$ cat src/design/becl_pkg.sv
// ----------------------------------------------------------------------------
// becl_pkg
// Shared widths, constants and types of the back-emf current limiter.
// ----------------------------------------------------------------------------
package becl_pkg;

	localparam int DATA_W     = 8;           // signed command, velocity and pwm
	localparam int MAG_W      = 7;           // magnitudes 0..127
	localparam int LIM_W      = 7;           // limit registers
	localparam int DIV_W      = 8;           // divisor 127 +/- emf, 1..253
	localparam int QUO_W      = 7;           // quotient bits, one cell per bit
	localparam int NUM_W      = 2 * QUO_W;   // numerator limit*127
	localparam int PROD_W     = MAG_W + DIV_W;
	localparam int FULL_SCALE = 127;
	localparam int EMF_CLAMP  = 126;

	localparam logic [LIM_W-1:0] LIMIT_RESET = LIM_W'(40);

	// emf gain and shift per motor and gear
	localparam int LG_HI_MUL = 17;
	localparam int LG_HI_SH  = 2;
	localparam int LG_LO_MUL = 243;
	localparam int LG_LO_SH  = 4;
	localparam int SM_HI_MUL = 81;
	localparam int SM_HI_SH  = 4;
	localparam int SM_LO_MUL = 289;
	localparam int SM_LO_SH  = 4;

	typedef enum logic [0:0] {
		REG_LARGE_LIMIT,
		REG_SMALL_LIMIT
	} cfg_reg_t;

	// restoring divider word handed from cell to cell
	typedef struct packed {
		logic [DIV_W-1:0] rem;
		logic [QUO_W-1:0] num;
		logic [QUO_W-1:0] quo;
		logic [DIV_W-1:0] divisor;
	} div_t;

	// request fields that ride alongside the divider chain
	typedef struct packed {
		logic [DATA_W-1:0] cmd;
		logic              neg;
		logic              lim_large;
		logic              lim_small;
	} side_t;

	typedef struct packed {
		logic [DATA_W-1:0] large_pwm;
		logic [DATA_W-1:0] small_pwm;
		logic              limited;
	} result_t;

endpackage

$ cat src/design/becl_front.sv
// ----------------------------------------------------------------------------
// becl_front
// Saturation, back-emf estimate and limit check; seeds the divider chain.
// ----------------------------------------------------------------------------
module becl_front (
	input  logic                        clk,
	input  logic                        arst_n,
	input  logic                        en,
	input  logic                        in_valid,
	input  logic [becl_pkg::DATA_W-1:0] drive_command,
	input  logic [becl_pkg::DATA_W-1:0] wheel_velocity,
	input  logic                        in_high_gear,
	input  logic                        in_low_gear,
	input  logic [becl_pkg::LIM_W-1:0]  large_limit,
	input  logic [becl_pkg::LIM_W-1:0]  small_limit,
	output logic                        out_valid,
	output becl_pkg::side_t             side,
	output becl_pkg::div_t              div_large,
	output becl_pkg::div_t              div_small
);

	localparam int DW = becl_pkg::DATA_W;
	localparam int MW = becl_pkg::MAG_W;
	localparam int VW = becl_pkg::DIV_W;
	localparam int NW = becl_pkg::NUM_W;
	localparam int PW = becl_pkg::PROD_W;
	localparam int QW = becl_pkg::QUO_W;

	function automatic logic [DW-1:0] sat(input logic [DW-1:0] x);
		logic [DW-1:0] min_neg;
		min_neg = {1'b1, {(DW-1){1'b0}}};
		return (x == min_neg) ? (min_neg + DW'(1)) : x;
	endfunction

	function automatic logic [MW-1:0] magnitude(input logic [DW-1:0] x);
		logic [DW-1:0] a;
		a = x[DW-1] ? (~x + DW'(1)) : x;
		return a[MW-1:0];
	endfunction

	function automatic logic [MW-1:0] emf_mag(input logic [MW-1:0] v, input int mul,
		input int sh);
		logic [15:0] prod;
		logic [15:0] r;
		prod = 16'(v) * 16'(mul);
		r    = prod >> sh;
		if (r > 16'(becl_pkg::EMF_CLAMP)) begin
			return MW'(becl_pkg::EMF_CLAMP);
		end
		return r[MW-1:0];
	endfunction

	// opp: effective emf negative after folding in the command sign
	function automatic logic [VW-1:0] divisor(input logic [MW-1:0] r, input logic opp);
		return opp ? (VW'(becl_pkg::FULL_SCALE) + VW'(r))
		           : (VW'(becl_pkg::FULL_SCALE) - VW'(r));
	endfunction

	logic [DW-1:0] cmd_sat, vel_sat;
	logic [MW-1:0] cmd_mag, vel_mag, emf_large, emf_small;
	logic          opp;

	always_comb begin
		cmd_sat = sat(drive_command);
		vel_sat = sat(wheel_velocity);
		cmd_mag = magnitude(cmd_sat);
		vel_mag = magnitude(vel_sat);
		opp     = vel_sat[DW-1] ^ cmd_sat[DW-1];
		priority if (in_high_gear) begin
			emf_large = emf_mag(vel_mag, becl_pkg::LG_HI_MUL, becl_pkg::LG_HI_SH);
			emf_small = emf_mag(vel_mag, becl_pkg::SM_HI_MUL, becl_pkg::SM_HI_SH);
		end else if (in_low_gear) begin
			emf_large = emf_mag(vel_mag, becl_pkg::LG_LO_MUL, becl_pkg::LG_LO_SH);
			emf_small = emf_mag(vel_mag, becl_pkg::SM_LO_MUL, becl_pkg::SM_LO_SH);
		end else begin
			emf_large = '0;
			emf_small = '0;
		end
	end

	logic          vld_s1;
	logic [DW-1:0] cmd_s1;
	logic [MW-1:0] mag_s1;
	logic [VW-1:0] dl_s1, ds_s1;

	always_ff @(posedge clk or negedge arst_n) begin
		if (!arst_n) begin
			vld_s1    <= 1'b0;
			out_valid <= 1'b0;
		end else if (en) begin
			vld_s1    <= in_valid;
			out_valid <= vld_s1;
		end
	end

	always_ff @(posedge clk) begin
		if (en) begin
			cmd_s1 <= cmd_sat;
			mag_s1 <= cmd_mag;
			dl_s1  <= divisor(emf_large, opp);
			ds_s1  <= divisor(emf_small, opp);
		end
	end

	// vr > limit  <=>  mag*d >= (limit+1)*127, so no divide for the check
	logic [PW-1:0] prod_l, prod_s;
	logic [NW-1:0] nl, ns;
	logic          lim_l, lim_s;

	always_comb begin
		prod_l = PW'(mag_s1) * PW'(dl_s1);
		prod_s = PW'(mag_s1) * PW'(ds_s1);
		nl     = NW'(large_limit) * NW'(becl_pkg::FULL_SCALE);
		ns     = NW'(small_limit) * NW'(becl_pkg::FULL_SCALE);
		lim_l  = prod_l >= (PW'(nl) + PW'(becl_pkg::FULL_SCALE));
		lim_s  = prod_s >= (PW'(ns) + PW'(becl_pkg::FULL_SCALE));
	end

	always_ff @(posedge clk) begin
		if (en) begin
			side.cmd          <= cmd_s1;
			side.neg          <= cmd_s1[DW-1];
			side.lim_large    <= lim_l;
			side.lim_small    <= lim_s;
			div_large.rem     <= VW'(nl[NW-1:QW]);
			div_large.num     <= nl[QW-1:0];
			div_large.quo     <= '0;
			div_large.divisor <= dl_s1;
			div_small.rem     <= VW'(ns[NW-1:QW]);
			div_small.num     <= ns[QW-1:0];
			div_small.quo     <= '0;
			div_small.divisor <= ds_s1;
		end
	end

endmodule

$ cat src/design/becl_div_cell.sv
// ----------------------------------------------------------------------------
// becl_div_cell
// One restoring division step: brings in a numerator bit, yields a quotient bit.
// ----------------------------------------------------------------------------
module becl_div_cell (
	input  logic           clk,
	input  logic           en,
	input  becl_pkg::div_t d_in,
	output becl_pkg::div_t d_out
);

	localparam int VW = becl_pkg::DIV_W;
	localparam int QW = becl_pkg::QUO_W;

	logic [VW:0] trial, diff;
	logic        ge;

	always_comb begin
		trial = {d_in.rem, d_in.num[QW-1]};
		diff  = trial - {1'b0, d_in.divisor};
		ge    = trial >= {1'b0, d_in.divisor};
	end

	always_ff @(posedge clk) begin
		if (en) begin
			d_out.rem     <= ge ? diff[VW-1:0] : trial[VW-1:0];
			d_out.num     <= {d_in.num[QW-2:0], 1'b0};
			d_out.quo     <= {d_in.quo[QW-2:0], ge};
			d_out.divisor <= d_in.divisor;
		end
	end

endmodule

$ cat src/design/back_emf_current_limiter_unit.sv
// ----------------------------------------------------------------------------
// back_emf_current_limiter_unit
// Back-emf current limiter for a large and a small drive motor.
// ----------------------------------------------------------------------------
//  channel  direction  handshake          payload
//  s_*      in         s_tvalid/s_tready  tdata: command, velocity; tuser: gears
//  m_*      out        m_tvalid/m_tready  tdata: large, small pwm; tuser: limited
//  cfg_*    in         cfg_we             cfg_index, cfg_data
//
//  one request per cycle unless the skid stage is full; the path is two front
//  stages, a chain of seven divider cells (one quotient bit each), then the
//  output register. a two-entry output register and skid stage decouple the
//  sides; input stalls only when both are full. reset sets both limits to 40
//  and empties the pipeline.
// ----------------------------------------------------------------------------
module back_emf_current_limiter_unit (
	input  logic                       clk,
	input  logic                       arst_n,
	input  logic                       s_tvalid,
	output logic                       s_tready,
	input  logic [15:0]                s_tdata,   // drive_command, wheel_velocity
	input  logic [1:0]                 s_tuser,   // in_high_gear, in_low_gear
	output logic                       m_tvalid,
	input  logic                       m_tready,
	output logic [15:0]                m_tdata,   // large_motor_pwm, small_motor_pwm
	output logic [0:0]                 m_tuser,   // drive_limited
	input  logic                       cfg_we,
	input  logic [0:0]                 cfg_index,
	input  logic [becl_pkg::LIM_W-1:0] cfg_data
);

	localparam int DW = becl_pkg::DATA_W;
	localparam int QW = becl_pkg::QUO_W;

	logic [becl_pkg::LIM_W-1:0] large_limit_q, small_limit_q;

	always_ff @(posedge clk or negedge arst_n) begin
		if (!arst_n) begin
			large_limit_q <= becl_pkg::LIMIT_RESET;
			small_limit_q <= becl_pkg::LIMIT_RESET;
		end else if (cfg_we) begin
			unique case (becl_pkg::cfg_reg_t'(cfg_index))
				becl_pkg::REG_LARGE_LIMIT: large_limit_q <= cfg_data;
				becl_pkg::REG_SMALL_LIMIT: small_limit_q <= cfg_data;
				default: ;
			endcase
		end
	end

	logic adv;
	logic skid_valid_q, out_valid_q;

	assign adv      = !skid_valid_q;
	assign s_tready = adv;

	logic            front_valid;
	becl_pkg::side_t front_side;
	becl_pkg::div_t  div_l [QW+1];
	becl_pkg::div_t  div_s [QW+1];
	logic            vld_s [QW];
	becl_pkg::side_t side_s [QW];

	becl_front u_front (
		.clk            (clk),
		.arst_n         (arst_n),
		.en             (adv),
		.in_valid       (s_tvalid),
		.drive_command  (s_tdata[7:0]),
		.wheel_velocity (s_tdata[15:8]),
		.in_high_gear   (s_tuser[0]),
		.in_low_gear    (s_tuser[1]),
		.large_limit    (large_limit_q),
		.small_limit    (small_limit_q),
		.out_valid      (front_valid),
		.side           (front_side),
		.div_large      (div_l[0]),
		.div_small      (div_s[0])
	);

	for (genvar i = 0; i < QW; i++) begin : g_chain
		logic            vld_in;
		becl_pkg::side_t side_in;

		if (i == 0) begin : g_head
			assign vld_in  = front_valid;
			assign side_in = front_side;
		end else begin : g_link
			assign vld_in  = vld_s[i-1];
			assign side_in = side_s[i-1];
		end

		always_ff @(posedge clk or negedge arst_n) begin
			if (!arst_n) begin
				vld_s[i] <= 1'b0;
			end else if (adv) begin
				vld_s[i] <= vld_in;
			end
		end

		always_ff @(posedge clk) begin
			if (adv) begin
				side_s[i] <= side_in;
			end
		end

		becl_div_cell u_cell_l (.clk(clk), .en(adv), .d_in(div_l[i]), .d_out(div_l[i+1]));
		becl_div_cell u_cell_s (.clk(clk), .en(adv), .d_in(div_s[i]), .d_out(div_s[i+1]));
	end

	function automatic logic [DW-1:0] pick(input logic [DW-1:0] cmd, input logic neg,
		input logic lim, input logic [QW-1:0] quo);
		logic [DW-1:0] q;
		q = DW'(quo);
		if (!lim) begin
			return cmd;
		end
		return neg ? (~q + DW'(1)) : q;
	endfunction

	becl_pkg::side_t last;
	becl_pkg::result_t res, out_q, skid_q;
	logic last_vld;

	always_comb begin
		last          = side_s[QW-1];
		last_vld      = vld_s[QW-1];
		res.large_pwm = pick(last.cmd, last.neg, last.lim_large, div_l[QW].quo);
		res.small_pwm = pick(last.cmd, last.neg, last.lim_small, div_s[QW].quo);
		res.limited   = last.lim_large | last.lim_small;
	end

	always_ff @(posedge clk or negedge arst_n) begin
		if (!arst_n) begin
			out_valid_q  <= 1'b0;
			skid_valid_q <= 1'b0;
		end else if (skid_valid_q) begin
			if (m_tready) begin
				skid_valid_q <= 1'b0;
			end
		end else if (last_vld) begin
			if (out_valid_q && !m_tready) begin
				skid_valid_q <= 1'b1;
			end else begin
				out_valid_q <= 1'b1;
			end
		end else if (m_tready) begin
			out_valid_q <= 1'b0;
		end
	end

	always_ff @(posedge clk) begin
		if (skid_valid_q) begin
			if (m_tready) begin
				out_q <= skid_q;
			end
		end else if (last_vld) begin
			if (out_valid_q && !m_tready) begin
				skid_q <= res;
			end else begin
				out_q <= res;
			end
		end
	end

	assign m_tvalid = out_valid_q;
	assign m_tdata  = {out_q.small_pwm, out_q.large_pwm};
	assign m_tuser  = out_q.limited;

	// skid holds a request only behind a stalled output
	a_skid_behind_out: assert property (@(posedge clk) disable iff (!arst_n)
		skid_valid_q |-> out_valid_q)
		else $error("skid full while output empty");

	a_skid_fill: assert property (@(posedge clk) disable iff (!arst_n)
		$rose(skid_valid_q) |-> $past(out_valid_q && !m_tready && last_vld))
		else $error("skid filled without a stalled output");

	// negation of the quotient must never reach minus 128
	a_pwm_range: assert property (@(posedge clk) disable iff (!arst_n)
		m_tvalid |-> (m_tdata[7:0] != 8'h80) && (m_tdata[15:8] != 8'h80))
		else $error("pwm out of range");

	a_unlimited_equal: assert property (@(posedge clk) disable iff (!arst_n)
		m_tvalid && !m_tuser[0] |-> m_tdata[7:0] == m_tdata[15:8])
		else $error("unlimited outputs differ");

endmodule

$ cat config.mk
export PLATFORM = sky130hd
export DESIGN_NAME = back_emf_current_limiter_unit
export DESIGN_NICKNAME = d
export VERILOG_FILES = /design/src/design/becl_pkg.sv /design/src/design/becl_front.sv /design/src/design/becl_div_cell.sv /design/src/design/back_emf_current_limiter_unit.sv
export SDC_FILE = /design/constraint.sdc
export NUM_CORES = 1
export LEC_CHECK = 0
export BUFFER_PORTS_ARGS = -buffer_cell sky130_fd_sc_hd__buf_2
export CORE_ASPECT_RATIO = 0.8
export CORE_MARGIN = 5
export CORE_UTILIZATION = 30
export DETAILED_ROUTE_END_ITERATION = 8
export PLACE_DENSITY = 0.44
export REMOVE_ABC_BUFFERS = 1
export SYNTH_ARGS = -nofsm -noshare
export SYNTH_HDL_FRONTEND = slang
export SYNTH_HIERARCHICAL = 1
export SYNTH_SLANG_ARGS = --single-unit
$ cat constraint.sdc
create_clock -name clk -period 54 [get_ports clk]
set_input_delay 10.8 -clock clk [delete_from_list [all_inputs] [get_ports clk]]
set_output_delay 10.8 -clock clk [all_outputs]
set_load 0.005 [all_outputs]
==> run_results.csv, run 1 <==
group,metric,value,unit
status,outcome,"finished, final reports clean",
setup_path,crit_type,"primary input to flop",
job,cap_violations,0,
routing,vias,20150,
grt,grt_overflow,0,
clock_tree,cts.sinks,510,
floorplan,dieWidth,383.9,microns
clock_tree,postCtsHoldBufs,0,
grt,grt_busiest_layer,"met2",
sta,relSlewSlack,20.64,%
sta,clock_skew,0.01659,ns
placed_design,place_inst,4239,
sta,hold_viol,0,
floorplan,core,110700,sq um
layout,stdcell_count,4349,
grt,use_met1,15.54,%
sta,slew_viol_final,0,
grt,use_met2,18.04,%
sta,period_minus_slack,17.06,ns
setup_path,cp-end-kind,"flop",
routing,drt-pass1-iter-count,5,
floorplan,die_h,309.1,microns
routing,ant_nets,0,
setup_path,r2r_setup_slack,47.67,ns
routing,via_per_inst,4.633,
clock_tree,clk_pin_slew_worst_paths,0.06,ns
sta,worst_pin_slew,1.189,ns
layout,nets,3315,
grt,grt_pass1_vias,21290,
clock_tree,cts_tree,"done",
floorplan,die-area,118600,sq um
grt,grt_max_degree,98,
clock_tree,cts_max_path_buffers,3,
grt,antenna_found_initial,9,
setup_path,crit_fanout,16,
yosys,syn_area,33540,sq um
sta,holdWs,0.4085,ns
placed_design,port_buffers,49,
setup_path,arrival,17.42,ns
routing,drc_errors,0,
sta,tns,0,ns
layout,syn_to_final_growth,10.71,%
routing,drtIter0Drc,813,
layout,nFillCells,11010,
layout,final_common_cell,"edfxtp_1",
floorplan,rows,109,
routing,avgRoutedWirePerCell,15.06,microns
sta,setup_viol,0,
clock_tree,htree_levels,2,
clock_tree,numCtsBuffers,59,
sta,fmax,58.60,MHz
layout,drive_above_1_share,12.22,%
yosys,synth_warnings,6,
placed_design,dp_hpwl,50160,microns
grt,grt_util_met3,2.113,%
grt,grt_pass1_wl,110300,microns
layout,final_cell_mix,"edfxtp_1, inv_1, ha_1",
clock_tree,cts_root_buffer,"clkbuf_16",
sta,finalCritPeriodShare,31.60,%
min_path,hp-class,"flop to flop",
floorplan,pin_count,50,
setup_path,worstPathRequired,54.36,ns
sta,rsz0062_at_grt,"false",
clock_tree,cts_resized,0,
placed_design,globalplace.congestion,0.8212,
floorplan,start_util,30.29,%
clock_tree,clock_latency,0.61,ns
yosys,netlist_instances,2745,
routing,routed_wl,65520,microns
setup_path,worstSetupStartpointType,"primary input",
grt,grt_util_all_layers,11.16,%
clock_tree,post_cts_buffers,0,
yosys,avgSynthCellArea,12.22,sq um
==> registers in the layout (all words and copies together), names as in the netlist <==
signal	count
g_chain.u_cell_l/d_out	145
g_chain.u_cell_s/d_out	145
g_chain.vld_in	6
large_limit_q	7
last_vld	1
m_tdata	16
m_tuser	1
m_tvalid	1
side_s	77
skid_q	17
skid_valid_q	1
small_limit_q	7
u_front/cmd_s1	8
u_front/div_large	22
u_front/div_small	22
u_front/dl_s1	8
u_front/ds_s1	8
u_front/mag_s1	6
u_front/out_valid	1
u_front/side	10
u_front/vld_s1	1
==> through the flow <==
step	instance area [sq um]	utilization [%]	worst slack, ns
2_1_floorplan	33090	-	33.56
4_1_cts	37130	33.53	36.92
6_report	37140	33.54	36.94
3_5_place_dp	35290	31.86	36.26
3_3_place_gp	35290	31.86	36.48
5_1_grt	37130	33.53	36.52
==> worst max-delay path, stage by stage <==
cell	delay, ns
buf_2	0.24
nor4b_1	0.41
a21oi_2	0.25
ha_1	0.33
nor3b_1	0.19
o211ai_4	0.55
inv_2	0.20
fa_1	0.51
xnor2_1	0.16
ha_1	0.27
inv_1	0.05
fa_1	0.52
inv_1	0.04
ha_1	0.29
ha_1	0.41
and3_1	0.23
o21ai_0	0.11
and4b_1	0.22
o22a_2	0.22
xnor2_2	0.23
nand4_2	0.19
o221ai_2	0.32
ha_1	0.26
inv_1	0.06
o31ai_2	0.25
xnor2_1	0.08
==> area by class of cell <==
class	count	area, sq um	area share (%)
Antenna cell	3	7.507	0.02021
Clock buffer	79	1582	4.258
Clock inverter	28	261.5	0.7041
Inverter	374	1411	3.800
Multi-Input combinational cell	1801	16510	44.45
Sequential cell	510	15190	40.91
Tap cell	1498	1874	5.047
Timing Repair Buffer	56	297.8	0.8018
==> path summary, 6_finish.rpt <==
path,start,end,cells past startpoint
setup / recovery,s_tdata[15],u_front/dl_s1[4],26
hold / removal,g_chain[0].u_cell_s/d_out[19],g_chain[1].u_cell_s/d_out[20],0
setup reg to reg,small_limit_q[0],u_front/side[0],21
hold reg to reg,g_chain[0].u_cell_s/d_out[19],g_chain[1].u_cell_s/d_out[20],0
max in group asynchronous,arst_n,small_limit_q[4],1
min in group asynchronous,arst_n,u_front/vld_s1,1
==> metal layers <==
layer	wire length (microns)	share of wire, %	up-vias
met4	1381	2.1	2
met5	13	0.020	-
li1	-	-	9981
met2	29170	45	281
met1	31970	49	9790
met3	2983	4.6	95
Power of run 1 is not shown: default switching activity piles up to over one toggle a cycle in this logic, so the estimate is an artifact.
==> run 2, diff against run 1 <==
clock period = 16.8 ns   (was 54 ns; I/O delays follow)
==> run 2 against run 1 <==
Effect of this change:
- worst setup slack worse by 30 ns
- clock skew fell by 0.0043 ns
- count of clock-buffer cells in the layout stayed put
- flip-flop and latch count unchanged
- register-to-register slack got worse by 37 ns
- final cell count hardly changed
- non-clock buffer count unchanged
- first-iteration DRC count decreased by 15%
- critical path depth unchanged
==> run_results.csv, run 2 (synthesis gave the netlist of run 1 again) <==
group,metric,value,unit
routing,vias,20120,
clock_tree,cts_resized,0,
min_path,hp-class,"flop to flop",
sta,hold_viol,0,
clock_tree,postCtsHoldBufs,0,
layout,multi_input_area,16510,sq um
sta,slew_viol_final,0,
grt,grt_overflow,0,
setup_path,crit_fanout,16,
layout,nFillCells,10970,
clock_tree,numCtsBuffers,60,
floorplan,core,110700,sq um
placed_design,port_buffers,49,
sta,setup_viol,0,
routing,avgRoutedWirePerCell,15.03,microns
routing,ant_nets,0,
setup_path,crit_top_cell,"ha_1",
setup_path,crit_type,"primary input to flop",
sta,tns,0,ns
clock_tree,clock_latency,0.62,ns
clock_tree,cts_max_path_buffers,3,
layout,nets,3316,
setup_path,worstPathRequired,17.17,ns
routing,met3RoutedLength,2768,microns
setup_path,critPathMaxStageDelay,0.53,ns
routing,drt-pass1-iter-count,5,
job,cap_violations,0,
status,outcome,"finished, final reports clean",
floorplan,die-area,118600,sq um
placed_design,globalplace.congestion,0.8212,
grt,grt_pass1_wl,109500,microns
sta,relSlewSlack,17.66,%
floorplan,dieWidth,383.9,microns
routing,via_per_inst,4.623,
clock_tree,cts_root_buffer,"clkbuf_16",
layout,drive_above_1_share,12.51,%
layout,final_cell_mix,"edfxtp_1, inv_1, ha_1",
grt,grt_pass1_vias,21270,
sta,worst_pin_slew,1.233,ns
setup_path,cp-end-kind,"flop",
grt,grt_max_degree,98,
setup_path,path_buf_inv,5,
layout,ff_latch_area,15190,sq um
layout,syn_to_final_growth,11.32,%
routing,wl_met1,32080,microns
sta,finalCritPeriodShare,57.20,%
setup_path,slowest_stage,"fa_1",
grt,grt_util_all_layers,11.11,%
clock_tree,post_cts_buffers,0,
sta,clock_skew,0.01228,ns
clock_tree,cts_tree,"done",
routing,wl_met2,29350,microns
floorplan,die_h,309.1,microns
setup_path,arrival,9.98,ns
clock_tree,htree_levels,2,
routing,maxUsedRoutingLayer,"met5",
floorplan,pin_count,50,
floorplan,rows,109,
clock_tree,cts.sinks,510,
routing,drc_errors,0,
routing,routed_wl,65420,microns
sta,fmax,104.1,MHz
routing,drtIter0Drc,691,
clock_tree,clk_pin_slew_worst_paths,0.06,ns
setup_path,worstSetupStartpointType,"primary input",
sta,rsz0062_at_grt,"false",
layout,final_common_cell,"edfxtp_1",
sta,period_minus_slack,9.609,ns
floorplan,start_util,30.29,%
layout,top_regs,"g_chain.u_cell_l/d_out (145), g_chain.u_cell_s/d_out (145), side_s (77)",
grt,antenna_found_initial,10,
setup_path,crit_family,"adder cells",
placed_design,dp_hpwl,50160,microns
==> run 2: changes by cell type in the layout (fill, tap and decap cells not counted), sizes merged <==
cell / change
clkinv: +3
bufinv: +4
diode: -2
clkinvlp: -3
inv: +1
==> run 2: cell type report <==
| type | instances | share of cell area (%) |
|---|---|---|
| multi-input cells | 1801 | 44.21 |
| well taps | 1498 | 5.019 |
| diodes | 1 | 0.006702 |
| clock inverters | 33 | 1.062 |
| flip-flops and latches | 510 | 40.69 |
| repair buffers | 56 | 0.7975 |
| inverters | 374 | 3.780 |
| clock buffers | 79 | 4.430 |
==> run 2: worst paths after layout <==
kind,from,to,slack (ns),depth (start not counted)
worst max-delay path,s_tdata[15],u_front/dl_s1[4],7.19,26
worst min-delay path,g_chain[1].u_cell_l/d_out[18],g_chain[2].u_cell_l/d_out[19],0.42,0
worst max register to register,large_limit_q[0],u_front/side[1],10.47,21
worst min register to register,g_chain[1].u_cell_l/d_out[18],g_chain[2].u_cell_l/d_out[19],0.42,0
max in group asynchronous,arst_n,small_limit_q[6],13.58,1
min in group asynchronous,arst_n,m_tvalid,2.78,1
==> run 2: through the flow <==
step,setup slack (ns),util (%),area [sq um],instances,hold slack (ns)
finish,7.191,33.72,37340,4352,0.4160
global route,6.782,33.72,37340,4351,0.4174
CTS,7.226,33.72,37340,4351,0.4174
detailed placement,6.563,31.86,35290,4239,0.4045
global placement,6.723,31.86,35290,4239,0.4017
floorplan,3.797,-,33090,2685,0.4003
==> run 2: metal layers <==
metal,global-route usage (%),up-vias
met5,0,-
met4,2.678,4
met3,1.943,81
met2,18.12,286
met1,15.46,9782
li1,-,9968
Power of run 2 is left out for the same reason.
==> run 3, diff against run 2 <==
ABC_AREA = 1   (was unset)
PLACE_DENSITY = 0.45   (was 0.44)
clock period = 8.5 ns   (was 16.8 ns; I/O delays follow)
==> run 3 against run 2 <==
Effect of this change:
- global-route usage increased by 0.64 points
- core utilization barely moved
- synthesized cell count rose by 31%
- critical path depth grew 13
- count of clock-buffer cells in the layout down 10
- via count increased by 12%
- critical endpoint is now u_front/dl_s1[6]
- largest cell class unchanged
- design area up 5.7%
- final cell count rose by 21%
==> run_results.csv, run 3 <==
group,metric,value,unit
setup_path,worstPathRequired,8.88,ns
min_path,holdPathStages,0,
min_path,hp-class,"flop to flop",
setup_path,worstSetupStartpointType,"primary input",
yosys,syn_area,35420,sq um
grt,grt_max_degree,163,
sta,fmax,139.1,MHz
yosys,synth_warnings,6,
sta,slew_viol_final,0,
sta,hold_viol,0,
placed_design,globalplace.congestion,0.8120,
floorplan,die-area,125100,sq um
layout,top_regs,"g_chain.u_cell_l/d_out (145), g_chain.u_cell_s/d_out (145), side_s (77)",
sta,rsz0062_at_grt,"false",
clock_tree,clock_latency,0.64,ns
routing,via_per_inst,4.276,
min_path,min_from,"g_chain[2].u_cell_s/d_out[19]",
sta,finalCritPeriodShare,84.57,%
setup_path,slowest_stage,"fa_1",
clock_tree,postCtsHoldBufs,0,
clock_tree,numCtsBuffers,57,
sta,relSlewSlack,39.09,%
setup_path,startpoint,"s_tdata[11]",
status,outcome,"finished, final reports clean",
grt,grt_pass1_vias,22850,
clock_tree,cts.sinks,510,
floorplan,start_util,30.30,%
setup_path,arrival,7.57,ns
sta,setup_viol,0,
clock_tree,cts_root_buffer,"clkbuf_16",
clock_tree,cts_resized,0,
clock_tree,cts_max_path_buffers,3,
placed_design,port_buffers,49,
layout,nets,4192,
layout,drive_above_1_share,14.43,%
routing,vias,22520,
floorplan,dieWidth,394.2,microns
setup_path,critPathMaxStageDelay,0.55,ns
routing,drc_errors,0,
sta,clock_skew,0.03111,ns
clock_tree,htree_levels,2,
yosys,netlist_instances,3599,
grt,grt_overflow,0,
layout,syn_to_final_growth,11.39,%
clock_tree,clk_pin_slew_worst_paths,0.06,ns
placed_design,dp_hpwl,55890,microns
layout,nFillCells,12010,
floorplan,pin_count,50,
sta,postLayoutSetupSlackWorst,1.312,ns
floorplan,core,116900,sq um
setup_path,cp-end-kind,"flop",
routing,avgRoutedWirePerCell,13.70,microns
setup_path,reg2regPathDepth,19,
grt,grt_pass1_wl,120800,microns
sta,holdWs,0.3896,ns
setup_path,r2r_start,"small_limit_q[0]",
placed_design,place_ws,0.7159,ns
layout,final_common_cell,"nand2_1",
setup_path,r2r_setup_slack,2.30,ns
grt,antenna_found_initial,0,
clock_tree,post_cts_buffers,0,
setup_path,crit_type,"primary input to flop",
setup_path,crit_fanout,9,
floorplan,die_h,317.3,microns
yosys,avgSynthCellArea,9.841,sq um
sta,period_minus_slack,7.188,ns
routing,drtIter0Drc,1118,
placed_design,placed_area,37520,sq um
job,cap_violations,0,
floorplan,rows,112,
routing,routed_wl,72170,microns
layout,design_area,39450,sq um
grt,grt_util_all_layers,11.75,%
sta,worst_pin_slew,0.9136,ns
routing,drt-pass1-iter-count,5,
routing,ant_nets,0,
layout,final_cell_mix,"nand2_1, inv_1, edfxtp_1",
clock_tree,cts_tree,"done",
run 3: area by class of cell:
class	count	area, sq um	area share, %
Inverter	698	2628	6.660
Clock inverter	39	461.7	1.170
Multi-Input combinational cell	2352	17420	44.15
Tap cell	1539	1926	4.881
Sequential cell	510	15190	38.51
Antenna cell	1	2.502	0.006343
Timing Repair Buffer	60	352.8	0.8943
Clock buffer	69	1471	3.730
run 3: critical path, delay by kind of cell:
kind	cells	cell delay [ns]
compound gates	1	0.08
simple gates	20	2.22
xor+xnor	1	0.13
fa+ha+maj	7	2.58
buf+inv	10	0.83
run 3: per-layer routing:
layer	GRT usage (%)	wire length, microns	vias to the layer above
met5	0	0	-
met1	17.25	37910	10400
met4	2.618	1288	0
met3	1.767	2583	85
li1	-	-	11810
met2	18.37	30390	224
run 3: path summary, 6_finish.rpt:
| kind | endpoint |
|---|---|
| max reg2reg | u_front/side[0] |
| min in group asynchronous | large_limit_q[1] |
| max | u_front/dl_s1[6] |
| min reg2reg | g_chain[3].u_cell_s/d_out[20] |
| min | g_chain[3].u_cell_s/d_out[20] |
| max in group asynchronous | small_limit_q[4] |
run 3: metrics by stage:
| step | util [%] | std cells | setup TNS (ns) |
|---|---|---|---|
| after global routing | 33.76 | 5267 | 0 |
| after global placement | 32.10 | 5159 | 0 |
| after CTS | 33.76 | 5267 | 0 |
| final | 33.76 | 5268 | 0 |
| after floorplan | - | 3560 | -9.143 |
| after detailed placement | 32.10 | 5159 | 0 |
Power of run 3 is left out for the same reason.
